`src/rtl/ctw_pkg.sv`:
```
// Shared types, codes and character constants for the C source word tokenizer.
// No dependencies; every other rtl file imports this package.
`default_nettype none

package ctw_pkg;

    // Tokenizer modes
    localparam logic [2:0] M_IDLE  = 3'd0;
    localparam logic [2:0] M_SLASH = 3'd1;
    localparam logic [2:0] M_LINE  = 3'd2;
    localparam logic [2:0] M_BLOCK = 3'd3;
    localparam logic [2:0] M_BSTAR = 3'd4;
    localparam logic [2:0] M_PREP  = 3'd5;
    localparam logic [2:0] M_IDENT = 3'd6;
    localparam logic [2:0] M_STR   = 3'd7;

    // Token kinds
    localparam logic [1:0] K_IDENT = 2'd0;
    localparam logic [1:0] K_STR   = 2'd1;
    localparam logic [1:0] K_OTHER = 2'd2;
    localparam logic [1:0] K_END   = 2'd3;

    // Characters
    localparam logic [7:0] CH_HASH   = 8'h23;
    localparam logic [7:0] CH_SLASH  = 8'h2F;
    localparam logic [7:0] CH_STAR   = 8'h2A;
    localparam logic [7:0] CH_UNDER  = 8'h5F;
    localparam logic [7:0] CH_NL     = 8'h0A;
    localparam logic [7:0] CH_BSLASH = 8'h5C;
    localparam logic [7:0] CH_SQUOTE = 8'h27;
    localparam logic [7:0] CH_DQUOTE = 8'h22;

    localparam logic [7:0] MAX_TOKEN_LEN_RESET = 8'd99;

    // Result slots for one input item; one step produces at most two results
    localparam int MAX_RESULTS = 3;

    typedef struct packed {
        logic [7:0] ch;
        logic       end_of_input;
    } ctw_in_t;

    typedef struct packed {
        logic [7:0] out_char;
        logic       has_char;
        logic [1:0] kind;
        logic       last;
    } ctw_out_t;

    typedef struct packed {
        logic [2:0] mode;
        logic       at_line_start;
        logic [7:0] quote_delim;
        logic [7:0] held_char;
        logic       held_valid;
        logic [7:0] token_len;
    } ctw_state_t;

    // Results of one step, handed to the result buffer
    typedef struct packed {
        logic [1:0]                       count;
        ctw_out_t [MAX_RESULTS-1:0]       items;
    } ctw_load_t;

    localparam ctw_state_t STATE_RESET = '{
        mode:          M_IDLE,
        at_line_start: 1'b1,
        quote_delim:   8'h00,
        held_char:     8'h00,
        held_valid:    1'b0,
        token_len:     8'h00
    };

    function automatic ctw_out_t make_res(logic [7:0] c, logic has, logic [1:0] kind,
                                          logic last);
        ctw_out_t r;
        r.out_char = c;
        r.has_char = has;
        r.kind     = kind;
        r.last     = last;
        return r;
    endfunction

endpackage

`default_nettype wire

```
`src/rtl/ctw_step.sv`:
```
// One tokenizer step: next state and up to two results for one input item.
// Depends on ctw_pkg.
`default_nettype none

module ctw_step
    import ctw_pkg::*;
(
    input  wire ctw_state_t st,
    input  wire ctw_in_t    item,
    input  wire [7:0]       max_token_len,
    output ctw_state_t      st_next,
    output ctw_load_t       load
);

    always_comb
    begin
        ctw_state_t s;
        ctw_out_t   res [MAX_RESULTS];
        logic [1:0] n;
        logic [7:0] c;
        logic       run_idle;
        logic       do_add;
        logic [1:0] add_kind;
        logic       is_space;
        logic       is_alpha;
        logic       is_word;

        s        = st;
        n        = 2'd0;
        c        = item.ch;
        run_idle = 1'b0;
        do_add   = 1'b0;
        add_kind = K_IDENT;
        for (int i = 0; i < MAX_RESULTS; i++)
        begin
            res[i] = '0;
        end

        is_space = (c inside {[8'h09:8'h0D], 8'h20});
        is_alpha = (c inside {[8'h61:8'h7A], [8'h41:8'h5A]});
        is_word  = is_alpha || (c inside {[8'h30:8'h39]}) || (c == CH_UNDER);

        if (item.end_of_input)
        begin
            // flush whatever token is open, then the end marker
            if (s.mode == M_IDENT && s.held_valid)
            begin
                res[n] = make_res(s.held_char, 1'b1, K_IDENT, 1'b1);
                n = n + 2'd1;
            end
            else if (s.mode == M_STR)
            begin
                if (s.held_valid)
                    res[n] = make_res(s.held_char, 1'b1, K_STR, 1'b1);
                else
                    res[n] = make_res(8'h00, 1'b0, K_STR, 1'b1);
                n = n + 2'd1;
            end
            else if (s.mode == M_SLASH)
            begin
                res[n] = make_res(CH_SLASH, 1'b1, K_OTHER, 1'b1);
                n = n + 2'd1;
            end
            res[n] = make_res(8'h00, 1'b0, K_END, 1'b1);
            n = n + 2'd1;
            s = STATE_RESET;
        end
        else
        begin
            case (s.mode)
                M_SLASH:
                begin
                    if (c == CH_SLASH)
                        s.mode = M_LINE;
                    else if (c == CH_STAR)
                        s.mode = M_BLOCK;
                    else
                    begin
                        res[n] = make_res(CH_SLASH, 1'b1, K_OTHER, 1'b1);
                        n = n + 2'd1;
                        s.mode = M_IDLE;
                        run_idle = 1'b1;
                    end
                end
                M_LINE, M_PREP:
                begin
                    if (c == CH_NL)
                    begin
                        s.mode = M_IDLE;
                        s.at_line_start = 1'b1;
                    end
                end
                M_BLOCK:
                begin
                    if (c == CH_STAR)
                        s.mode = M_BSTAR;
                    else if (c == CH_NL)
                        s.at_line_start = 1'b1;
                end
                M_BSTAR:
                begin
                    if (c == CH_SLASH)
                        s.mode = M_IDLE;
                    else if (c != CH_STAR)
                    begin
                        s.mode = M_BLOCK;
                        if (c == CH_NL)
                            s.at_line_start = 1'b1;
                    end
                end
                M_IDENT:
                begin
                    if (is_word)
                    begin
                        do_add   = 1'b1;
                        add_kind = K_IDENT;
                    end
                    else
                    begin
                        if (s.held_valid)
                        begin
                            res[n] = make_res(s.held_char, 1'b1, K_IDENT, 1'b1);
                            n = n + 2'd1;
                        end
                        s.held_valid = 1'b0;
                        s.held_char  = 8'h00;
                        s.token_len  = 8'h00;
                        s.mode       = M_IDLE;
                        run_idle     = 1'b1;
                    end
                end
                M_STR:
                begin
                    if (c == s.quote_delim)
                    begin
                        if (s.held_valid && s.held_char == CH_BSLASH)
                            s.held_char = c;   // escaped delimiter
                        else
                        begin
                            if (s.held_valid)
                                res[n] = make_res(s.held_char, 1'b1, K_STR, 1'b1);
                            else
                                res[n] = make_res(8'h00, 1'b0, K_STR, 1'b1);
                            n = n + 2'd1;
                            s.held_valid = 1'b0;
                            s.held_char  = 8'h00;
                            s.token_len  = 8'h00;
                            s.mode       = M_IDLE;
                        end
                    end
                    else
                    begin
                        do_add   = 1'b1;
                        add_kind = K_STR;
                    end
                end
                default:
                begin
                    s.mode   = M_IDLE;
                    run_idle = 1'b1;
                end
            endcase

            // Classify a byte seen between tokens
            if (run_idle)
            begin
                if (is_space)
                begin
                    if (c == CH_NL)
                        s.at_line_start = 1'b1;
                end
                else if (c == CH_HASH && s.at_line_start)
                    s.mode = M_PREP;
                else
                begin
                    s.at_line_start = 1'b0;
                    if (c == CH_SLASH)
                        s.mode = M_SLASH;
                    else if (c == CH_SQUOTE || c == CH_DQUOTE)
                    begin
                        s.mode        = M_STR;
                        s.quote_delim = c;
                        s.held_valid  = 1'b0;
                        s.token_len   = 8'h00;
                    end
                    else if (is_alpha || c == CH_UNDER)
                    begin
                        s.mode       = M_IDENT;
                        s.held_valid = 1'b0;
                        s.token_len  = 8'h00;
                        do_add       = 1'b1;
                        add_kind     = K_IDENT;
                    end
                    else
                    begin
                        res[n] = make_res(c, 1'b1, K_OTHER, 1'b1);
                        n = n + 2'd1;
                    end
                end
            end

            // Append to the open token; cut it at the length limit
            if (do_add)
            begin
                if (s.held_valid)
                begin
                    res[n] = make_res(s.held_char, 1'b1, add_kind, 1'b0);
                    n = n + 2'd1;
                end
                s.token_len = s.token_len + 8'd1;
                if (s.token_len >= max_token_len)
                begin
                    res[n] = make_res(c, 1'b1, add_kind, 1'b1);
                    n = n + 2'd1;
                    s.held_valid = 1'b0;
                    s.held_char  = 8'h00;
                    s.token_len  = 8'h00;
                    s.mode       = M_IDLE;
                end
                else
                begin
                    s.held_char  = c;
                    s.held_valid = 1'b1;
                end
            end
        end

        st_next    = s;
        load.count = n;
        for (int i = 0; i < MAX_RESULTS; i++)
        begin
            load.items[i] = res[i];
        end
    end

endmodule

`default_nettype wire

```
`src/rtl/ctw_outbuf.sv`:
```
// Result buffer: holds the up to two results of one step and drains them in order.
// Depends on ctw_pkg.
`default_nettype none

module ctw_outbuf
    import ctw_pkg::*;
(
    input  wire            clk,
    input  wire            rst_n,
    input  wire            load_en,
    input  wire ctw_load_t load,
    input  wire            pop,
    output logic [1:0]     count,
    output ctw_out_t       head
);

    logic [1:0]                 count_reg;
    logic [1:0]                 count_next;
    ctw_out_t [MAX_RESULTS-1:0] items_reg;
    ctw_out_t [MAX_RESULTS-1:0] items_next;

    always_comb
    begin
        count_next = count_reg;
        items_next = items_reg;
        if (load_en)
        begin
            // load only happens when the buffer is empty or empties this cycle
            count_next = load.count;
            items_next = load.items;
        end
        else if (pop)
        begin
            count_next = count_reg - 2'd1;
            for (int i = 0; i < MAX_RESULTS - 1; i++)
            begin
                items_next[i] = items_reg[i+1];
            end
        end
    end

    always_ff @(posedge clk or negedge rst_n)
    begin
        if (!rst_n)
            count_reg <= 2'd0;
        else
            count_reg <= count_next;
    end

    always_ff @(posedge clk)
    begin
        items_reg <= items_next;
    end

    assign count = count_reg;
    assign head  = items_reg[0];

endmodule

`default_nettype wire

```
`src/rtl/c_source_word_tokenizer.sv`:
```
// Top level of the C source word tokenizer: input register, step logic, result buffer.
// Depends on ctw_pkg, ctw_step and ctw_outbuf.
`default_nettype none

// The tokenizer takes one C source byte per transaction and returns token characters
// as result transactions, one per character, with last set on the final character of
// each token and an end marker after an end_of_input transaction. Each byte is held in
// the input register and processed by the step logic, which writes its zero to two
// results into a three-entry result buffer. A new byte is taken every cycle as long as
// every byte yields at most one result and the output is not stalled; otherwise
// throughput is set by the result buffer, which drains one transaction per cycle while
// the output is not stalled. Whitespace and comment bytes yield no result and pass at
// one per cycle while the buffer is empty. max_token_len is written through the
// cfg port (always ready) and must only change while no transaction is in flight.
module c_source_word_tokenizer
    import ctw_pkg::*;
(
    input  wire          clk,
    input  wire          rst_n,
    // byte input
    input  wire          in_valid,
    output logic         in_stall,
    input  wire ctw_in_t in_item,
    // token output
    output logic         out_valid,
    input  wire          out_stall,
    output ctw_out_t     out_item,
    // max_token_len write
    input  wire          cfg_valid,
    output logic         cfg_ready,
    input  wire [7:0]    cfg_data
);

    logic [7:0] max_token_len_reg;

    logic       in_full_reg;
    ctw_in_t    in_data_reg;

    ctw_state_t state_reg;
    ctw_state_t state_next;
    ctw_load_t  load;

    logic [1:0] buf_count;
    logic       pop;
    logic       fire;
    logic       in_take;

    assign cfg_ready = 1'b1;

    // Config register
    always_ff @(posedge clk or negedge rst_n)
    begin
        if (!rst_n)
            max_token_len_reg <= MAX_TOKEN_LEN_RESET;
        else if (cfg_valid && cfg_ready)
            max_token_len_reg <= cfg_data;
    end

    // Process the held byte when the buffer is empty or drains its last entry now
    assign pop      = out_valid && !out_stall;
    assign fire     = in_full_reg && (buf_count == 2'd0 || (buf_count == 2'd1 && pop));
    assign in_stall = in_full_reg && !fire;
    assign in_take  = in_valid && !in_stall;

    // Input register: hold the byte until the step logic takes it
    always_ff @(posedge clk or negedge rst_n)
    begin
        if (!rst_n)
            in_full_reg <= 1'b0;
        else if (in_take)
            in_full_reg <= 1'b1;
        else if (fire)
            in_full_reg <= 1'b0;
    end

    always_ff @(posedge clk)
    begin
        if (in_take)
            in_data_reg <= in_item;
    end

    ctw_step u_step (
        .st            (state_reg),
        .item          (in_data_reg),
        .max_token_len (max_token_len_reg),
        .st_next       (state_next),
        .load          (load)
    );

    // Tokenizer state: advance once per processed byte
    always_ff @(posedge clk or negedge rst_n)
    begin
        if (!rst_n)
            state_reg <= STATE_RESET;
        else if (fire)
            state_reg <= state_next;
    end

    ctw_outbuf u_outbuf (
        .clk     (clk),
        .rst_n   (rst_n),
        .load_en (fire),
        .load    (load),
        .pop     (pop),
        .count   (buf_count),
        .head    (out_item)
    );

    assign out_valid = (buf_count != 2'd0);

    // A processed byte leaves exactly its results in the buffer
    a_load_count: assert property (@(posedge clk) disable iff (!rst_n)
        fire |=> buf_count == $past(load.count))
        else $error("result buffer count does not match step results");

    // Only an open identifier or literal holds a character
    a_held_mode: assert property (@(posedge clk) disable iff (!rst_n)
        state_reg.held_valid |-> (state_reg.mode == M_IDENT || state_reg.mode == M_STR))
        else $error("held character outside an identifier or literal");

    // Single-character tokens and end markers always close
    a_single_last: assert property (@(posedge clk) disable iff (!rst_n)
        out_valid && (out_item.kind == K_OTHER || out_item.kind == K_END) |-> out_item.last)
        else $error("single-character token without last");

    // Stall only while a byte is waiting in the input register
    a_stall_full: assert property (@(posedge clk) disable iff (!rst_n)
        in_stall |-> in_full_reg && !fire)
        else $error("input stalled with no byte waiting");

endmodule

`default_nettype wire

```
`config.mk`:
```
export PLATFORM = sky130hd
export DESIGN_NAME = c_source_word_tokenizer
export DESIGN_NICKNAME = d
export VERILOG_FILES = /design/src/rtl/ctw_pkg.sv /design/src/rtl/ctw_step.sv /design/src/rtl/ctw_outbuf.sv /design/src/rtl/c_source_word_tokenizer.sv
export SDC_FILE = /design/constraint.sdc
export NUM_CORES = 1
export LEC_CHECK = 0
export BUFFER_PORTS_ARGS = -buffer_cell sky130_fd_sc_hd__buf_2
export CORE_MARGIN = 5
export CORE_UTILIZATION = 66
export CTS_CLUSTER_SIZE = 40
export DETAILED_ROUTE_END_ITERATION = 10
export HOLD_SLACK_MARGIN = 0.06
export PLACE_DENSITY = 0.92
export SYNTH_ARGS = -nofsm -noshare
export SYNTH_HDL_FRONTEND = slang
export SYNTH_SLANG_ARGS = --single-unit
```
`constraint.sdc`:
```
create_clock -name clk -period 8.4 [get_ports clk]
set_input_delay 0 -clock clk [delete_from_list [all_inputs] [get_ports clk]]
set_output_delay 0 -clock clk [all_outputs]
set_load 0.05 [all_outputs]
```
==> results of run 1 <==
-- critical path, delay by kind of cell (launching register included) --
family,cells,cell delay (ps)
compound gates,8,3170
simple gates,7,2010
flops,1,740
fa+ha+maj,2,620
xor+xnor,1,210
-- synth_stat cells, types with 14 or more instances --
cell type  number
clkbuf_1       30
nor3_1         14
a21oi_1        32
nor2_1         37
nand2_1        71
inv_1          33
nand3_1        16
ha_1           19
o21ai_0        47
a31oi_1        14
edfxtp_1       44
dfrtp_1        35
-- cells by family after synthesis --
group / Yosys count
simple gates: 207
compound gates: 201
buf+inv: 85
flops: 84
fa+ha+maj: 19
xor+xnor: 17
mux: 2
other cells: 1
-- worst paths after layout --
path / startpoint / end
max in group asynchronous: rst_n / state_reg[23]
min: out_stall / in_full_reg
max: in_data_reg[2] / state_reg[4]
max reg2reg: in_data_reg[2] / state_reg[4]
min reg2reg: state_reg[21] / state_reg[21]
min in group asynchronous: rst_n / state_reg[1]
-- routing by layer --
metal,up-vias,track usage [%],wire length (um)
met5,-,0,0
met4,0,14.3,702
met3,87,7.37,2190
met2,442,51.8,7820
met1,2550,44.9,6120
li1,2367,-,-
-- power by group through the flow --
stage | clock network (mW) | registers (mW) | logic, mW
floorplan | 0 | 0.672 | 0.781
global placement | 0 | 0.733 | 0.906
detailed placement | 0 | 0.740 | 0.932
CTS | 0.287 | 0.732 | 0.953
global route | 0.308 | 0.750 | 1.05
finish | 0.291 | 0.738 | 0.987
-- stage by stage --
step / instances / power, mW / util, % / setup slack (ps) / instance area [um^2]
6_report: 760 / 2.02 / 75.6 / 1520 / 6210
5_1_grt: 760 / 2.11 / 75.6 / 958 / 6210
4_1_cts: 760 / 1.97 / 75.6 / 2150 / 6210
3_5_place_dp: 711 / 1.67 / 69.3 / 2170 / 5690
3_3_place_gp: 711 / 1.64 / 69.3 / 2520 / 5690
2_1_floorplan: 616 / 1.45 / - / 3270 / 5590
-- cell type report --
cell class                 instances  area [um^2]
multi-input combinational        447         2880
sequential                        84         2330
fill                             567         2010
timing repair buffer              75          558
clock buffer                      11          131
tap                              105          131
inverter                          33          124
clock inverter                     5         55.1
==> reports/results.ini, run 1 <==
[floorplan]
die_h_um=102
die_area_um2=10400
core_area_um2=8220
fp-row-count=33
start_util_pct=68.1
ioPinCount=37
die_x_um=102

[setup_path]
crit_type=reg2reg
critPathMaxStageDelay_ps=890
slowest_stage=nor3_1
crit_top_cell=nor2_1
crit_path_start_kind=register
crit_fanout=18
r2r_slack_ps=1520
ff2ff_path_depth=18
cp_data_required_time_ps=8660
worstSetupEndpointType=register
critical_path.cell_chain=o21ai_0 > a311oi_1 > a21boi_1 > nor2_1 > o22ai_1 > nor2_1 > ha_1 > nand3_1 > xor2_1 > nor2_1 > ha_1 > a21o_1 > a2111oi_0 > o21ai_0 > and2_1 > nor3_1 > nand2_1 > o32ai_1
arrival_ps=7140

[synthesis]
synthTopCellsByArea=edfxtp_1 24%, dfrtp_1 16%, nand2_1 4.8%
synth_mux_area_share_pct=0.380
synth_xor_area_share_pct=2.66
synth_top_area_cell=edfxtp_1
syn_area_um2=5590
synth_top_family_by_area=compound AO/OA/AOI/OAI gates
synth_ff_type=edfxtp_1
synth_edf_count=44
avgSynthCellArea_um2=9.08
ys_ff_latch=84
synth_cell_types=75
synth_seq_area_share_pct=41.6
synth_compound_area_share_pct=25.0
synth_simple_gate_area_share_pct=19.1
synth_warnings=0
async_reset_ff_share_pct=47.6
synth_top_area_share_pct=23.6
yosys.area_share.adder_pct=4.25
synthesis.nets=657
synthCells=616

[global_route]
grt_max_degree=45
grt-ovfl-total=0
grt_pass1_wl_mm=27.0
grt_antenna_before_repair=0
grt_pass1_vias=5247
grtUsageTotal_pct=33.2

[clock_network]
clk_pin_slew_worst_paths_ps=90
post_cts_resized=0
hold_buffers=33
worstSkewPairLatency_ps=360
root_buffer=clkbuf_8
cts_buffers=9
clockBufferDepth=2
cts_sinks=84
htreeDepth=3
cts_tree=built
postCtsSetupBuffers=0

[sta]
rsz0062_at_grt=false
finalCritPeriodShare_pct=81.9
hold_viol=0
finClkSkew_ps=13.5
slew_viol_final=0
worst_slew_pin_slew_ps=1270
fmax_mhz=145
hold-worst-slack_ps=86.0
maxSlewHeadroom_pct=14.2
fin_tns_setup_ps=0
period_minus_slack_ps=6880
setup_viol_count_final=0

[routing]
ant_nets=0
avgRoutedWirePerCell_um=22.1
initialDrtViolationCount=775
vias=5446
drc=0
vias_per_cell=7.17
drt_first_pass_iters=6
routed_wl_mm=16.8

[final_layout]
drive_above_1_share_pct=11.5
mostFrequentLayoutCells=71 x nand2_1, 47 x o21ai_0, 44 x edfxtp_1
final_common_cell=nand2_1
area_delta_synth_final_pct=11.0
largest_register_ffs=29
fin_nets=691
antennaDiodeCount=0

[job]
cap_violations=0

[power_and_ir_drop]
ir_drop_v=0.000199
combPwrFrac_pct=49.0
p_int_mw=1.06
power_frac_seq_pct=36.6
power.clock.fraction_pct=14.4
switching_power_uw=952
cellLeakagePower_nw=2.51
p_sw_share_pct=47.2
p_per_area_nw_per_um2=325

[outcome]
status=finished, final reports clean

[placed_design]
portBuffers=35
gp_congestion=0.942
dpl.hpwl_mm=10.8

[hold_path]
hp-class=in2reg
hold_depth=5

(Power assumes the default switching activity.)
==> run 2, diff against run 1 <==
--- a/config.mk
+++ b/config.mk
@@ -7,11 +7,11 @@
 export LEC_CHECK = 0
 export BUFFER_PORTS_ARGS = -buffer_cell sky130_fd_sc_hd__buf_2
 export CORE_MARGIN = 5
-export CORE_UTILIZATION = 66
+export CORE_UTILIZATION = 56
 export CTS_CLUSTER_SIZE = 40
 export DETAILED_ROUTE_END_ITERATION = 10
 export HOLD_SLACK_MARGIN = 0.06
-export PLACE_DENSITY = 0.92
+export PLACE_DENSITY = 0.84
 export SYNTH_ARGS = -nofsm -noshare
 export SYNTH_HDL_FRONTEND = slang
 export SYNTH_SLANG_ARGS = --single-unit
==> constraint.sdc (replaced) <==
create_clock -name clk -period 5.62 [get_ports clk]
set_input_delay 0 -clock clk [delete_from_list [all_inputs] [get_ports clk]]
set_output_delay 0 -clock clk [all_outputs]
set_load 0.05 [all_outputs]
==> run 2 against run 1 <==
  * Highest routed layer unchanged
  * Critical endpoint is now u_outbuf.head[6]
  * Clock skew fell by 4.3 ps
  * Final area rose by 4.3%
  * Sequential share of layout area fell by 1.5 points
  * Combinational power rose by 57%
==> reports/results.ini, run 2 (synthesized netlist as in run 1, its figures left out) <==
[global_route]
grt_antenna_before_repair=1  ; was 0
grt_max_degree=45  ; unchanged
grt-ovfl-total=0  ; unchanged
grtUsageTotal_pct=28.9  ; was 33.2%
grt_pass1_wl_mm=26.7  ; was 27.0 mm
grt_pass1_vias=5144  ; was 5247

[routing]
initialDrtViolationCount=615  ; was 775
drc=0  ; unchanged
vias_per_cell=6.59  ; was 7.17
ant_nets=0  ; unchanged
routed_wl_mm=16.5  ; was 16.8 mm
drt_first_pass_iters=7  ; was 6
vias=5384  ; was 5446
avgRoutedWirePerCell_um=20.1  ; was 22.1 um

[setup_path]
crit_buf_inv=1  ; was 0
cp_data_required_time_ps=5840  ; was 8660 ps
cp_top_family=simple AND/OR/NAND/NOR gates  ; was compound AO/OA/AOI/OAI gates
arrival_ps=5620  ; was 7140 ps
crit_type=reg2reg  ; unchanged
crit_top_cell=nor2_1  ; unchanged
crit_fanout=6  ; was 18
critPathMaxStageDelay_ps=510  ; was 890 ps
crit_path_start_kind=register  ; unchanged
worstSetupEndpointType=register  ; unchanged
slowest_stage=edfxtp_1  ; was nor3_1
critical_path.cell_chain=buf_4 > or4_1 > o21a_1 > a21boi_1 > nor2_1 > o22ai_1 > nor2_1 > ha_1 > nand3_1 > xor2_1 > nor2_1 > ha_1 > a21o_1 > a2111oi_0 > o21ai_0 > nand3_1 > or4b_4 > or4_1 > a31oi_1  ; was o21ai_0 > a311oi_1 > a21boi_1 > nor2_1 > o22ai_1 > nor2_1 > ha_1 > nand3_1 > xor2_1 > nor2_1 > ha_1 > a21o_1 > a2111oi_0 > o21ai_0 > and2_1 > nor3_1 > nand2_1 > o32ai_1

[sta]
finClkSkew_ps=9.28  ; was 13.5 ps
finalCritPeriodShare_pct=96.1  ; was 81.9%
period_minus_slack_ps=5400  ; was 6880 ps
fmax_mhz=185  ; was 145 MHz
worst_slew_pin_slew_ps=1030  ; was 1270 ps
hold_viol=0  ; unchanged
slew_viol_final=0  ; unchanged
fin_tns_setup_ps=0  ; unchanged
setup_viol_count_final=0  ; unchanged
maxSlewHeadroom_pct=31.3  ; was 14.2%

[clock_network]
cts_tree=built  ; unchanged
clk_pin_slew_worst_paths_ps=90  ; about the same
cts_sinks=84  ; unchanged
worstSkewPairLatency_ps=370  ; was 360 ps
cts_buffers=9  ; unchanged
clockBufferDepth=2  ; unchanged
htreeDepth=3  ; unchanged
root_buffer=clkbuf_8  ; unchanged

[power_and_ir_drop]
power.clock.fraction_pct=14.2  ; was 14.4%
switching_power_mw=1.39  ; was 952 uW
p_per_area_nw_per_um2=468  ; was 325 nW/um^2
combPwrFrac_pct=51.1  ; was 49.0%
cellLeakagePower_nw=2.66  ; was 2.51 nW
power_mw=3.03  ; was 2.02 mW
p_sw_share_pct=46.0  ; was 47.2%
ir_drop_v=0.000260  ; was 0.000199 V
p_int_mw=1.64  ; was 1.06 mW
power_frac_seq_pct=34.7  ; was 36.6%

[final_layout]
fin_util_pct=66.2  ; was 75.6%
drive_above_1_share_pct=14.9  ; was 11.5%
fillCellCount=747  ; was 567
fin_nets=719  ; was 691
final_area_um2=6470  ; was 6210 um^2
area_delta_synth_final_pct=15.7  ; was 11.0%
multi_input_area_um2=2900  ; was 2880 um^2
mostFrequentLayoutCells=71 x nand2_1, 46 x o21ai_0, 44 x edfxtp_1  ; was 71 x nand2_1, 47 x o21ai_0, 44 x edfxtp_1
final_common_cell=nand2_1  ; unchanged
final_cell_count_no_fill=817  ; was 760
register_area_um2=2330  ; unchanged
largest_register_ffs=29  ; unchanged

[floorplan]
core_area_um2=9770  ; was 8220 um^2
ioPinCount=37  ; unchanged
die_area_um2=12100  ; was 10400 um^2
die_h_um=110  ; was 102 um
start_util_pct=57.2  ; was 68.1%
fp-row-count=36  ; was 33
die_x_um=110  ; was 102 um

[placed_design]
dp.cells=758  ; was 711
portBuffers=35  ; unchanged
dpl_cell_area_um2=5870  ; was 5690 um^2
dpl.hpwl_mm=10.9  ; was 10.8 mm
gp_congestion=0.979  ; was 0.942

[job]
cap_violations=0  ; unchanged

[hold_path]
hp-class=in2reg  ; unchanged

[outcome]
status=finished, final reports clean  ; unchanged

[run 2: worst paths after layout]
path,from,to,slack (ps),depth (start not counted)
worst max-delay path,in_data_reg[1],u_outbuf.head[6],220,19
worst min-delay path,out_stall,u_outbuf.count[0],110,6
worst max register to register,in_data_reg[1],u_outbuf.head[6],220,19
worst min register to register,state_reg[7],state_reg[7],510,1
max in group asynchronous,rst_n,state_reg[16],4630,2
min in group asynchronous,rst_n,state_reg[17],360,2
[run 2: cell type report]
cell class,count,share of cell area (%)
flip-flops and latches,84,36.0
well taps,133,2.57
clock inverters,5,0.812
inverters,33,1.91
diodes,1,0.0387
multi-input cells,447,44.7
repair buffers,103,11.9
clock buffers,11,2.03
[run 2: layer usage]
layer,GRT usage [%],part of all wire (%)
met5,0,0
met4,11.1,2.7
met3,5.23,9.5
met2,46.8,48
met1,38.5,40
[run 2: timing repair]
item,4_1_cts,5_1_grt
endpoints found under the setup margin,0,19
setup buffers,0,7
gates resized for setup,0,3
hold buffers,35,0
hold endpoints to repair,53,0
[run 2: stage by stage]
stage | setup slack (ps) | hold slack, ps
after floorplan | 489 | -296
after global placement | 478 | 176
after detailed placement | 223 | 178
after CTS | 180 | 98.3
after global routing | -9.19 | 128
final | 218 | 109
[run 2: worst register-to-register path, delay by kind of cell, from the launching register on]
family                     cells  cell delay (ps)
buffers and inverters          1              200
AOI/OAI and AO/OA              7             1760
adders and majority gates      2              540
and+or+nand+nor                8             2090
DFF                            1              510
xor gates and xnor gates       1              170
[run 2: power groups by stage]
| stage | combinational, mW | clock, mW | sequential (mW) |
|---|---|---|---|
| after global placement | 1.43 | 0 | 1.06 |
| after CTS | 1.49 | 0.433 | 1.05 |
| after global routing | 1.68 | 0.462 | 1.07 |
| after floorplan | 1.17 | 0 | 1.00 |
| after detailed placement | 1.45 | 0 | 1.07 |
| final | 1.55 | 0.432 | 1.05 |
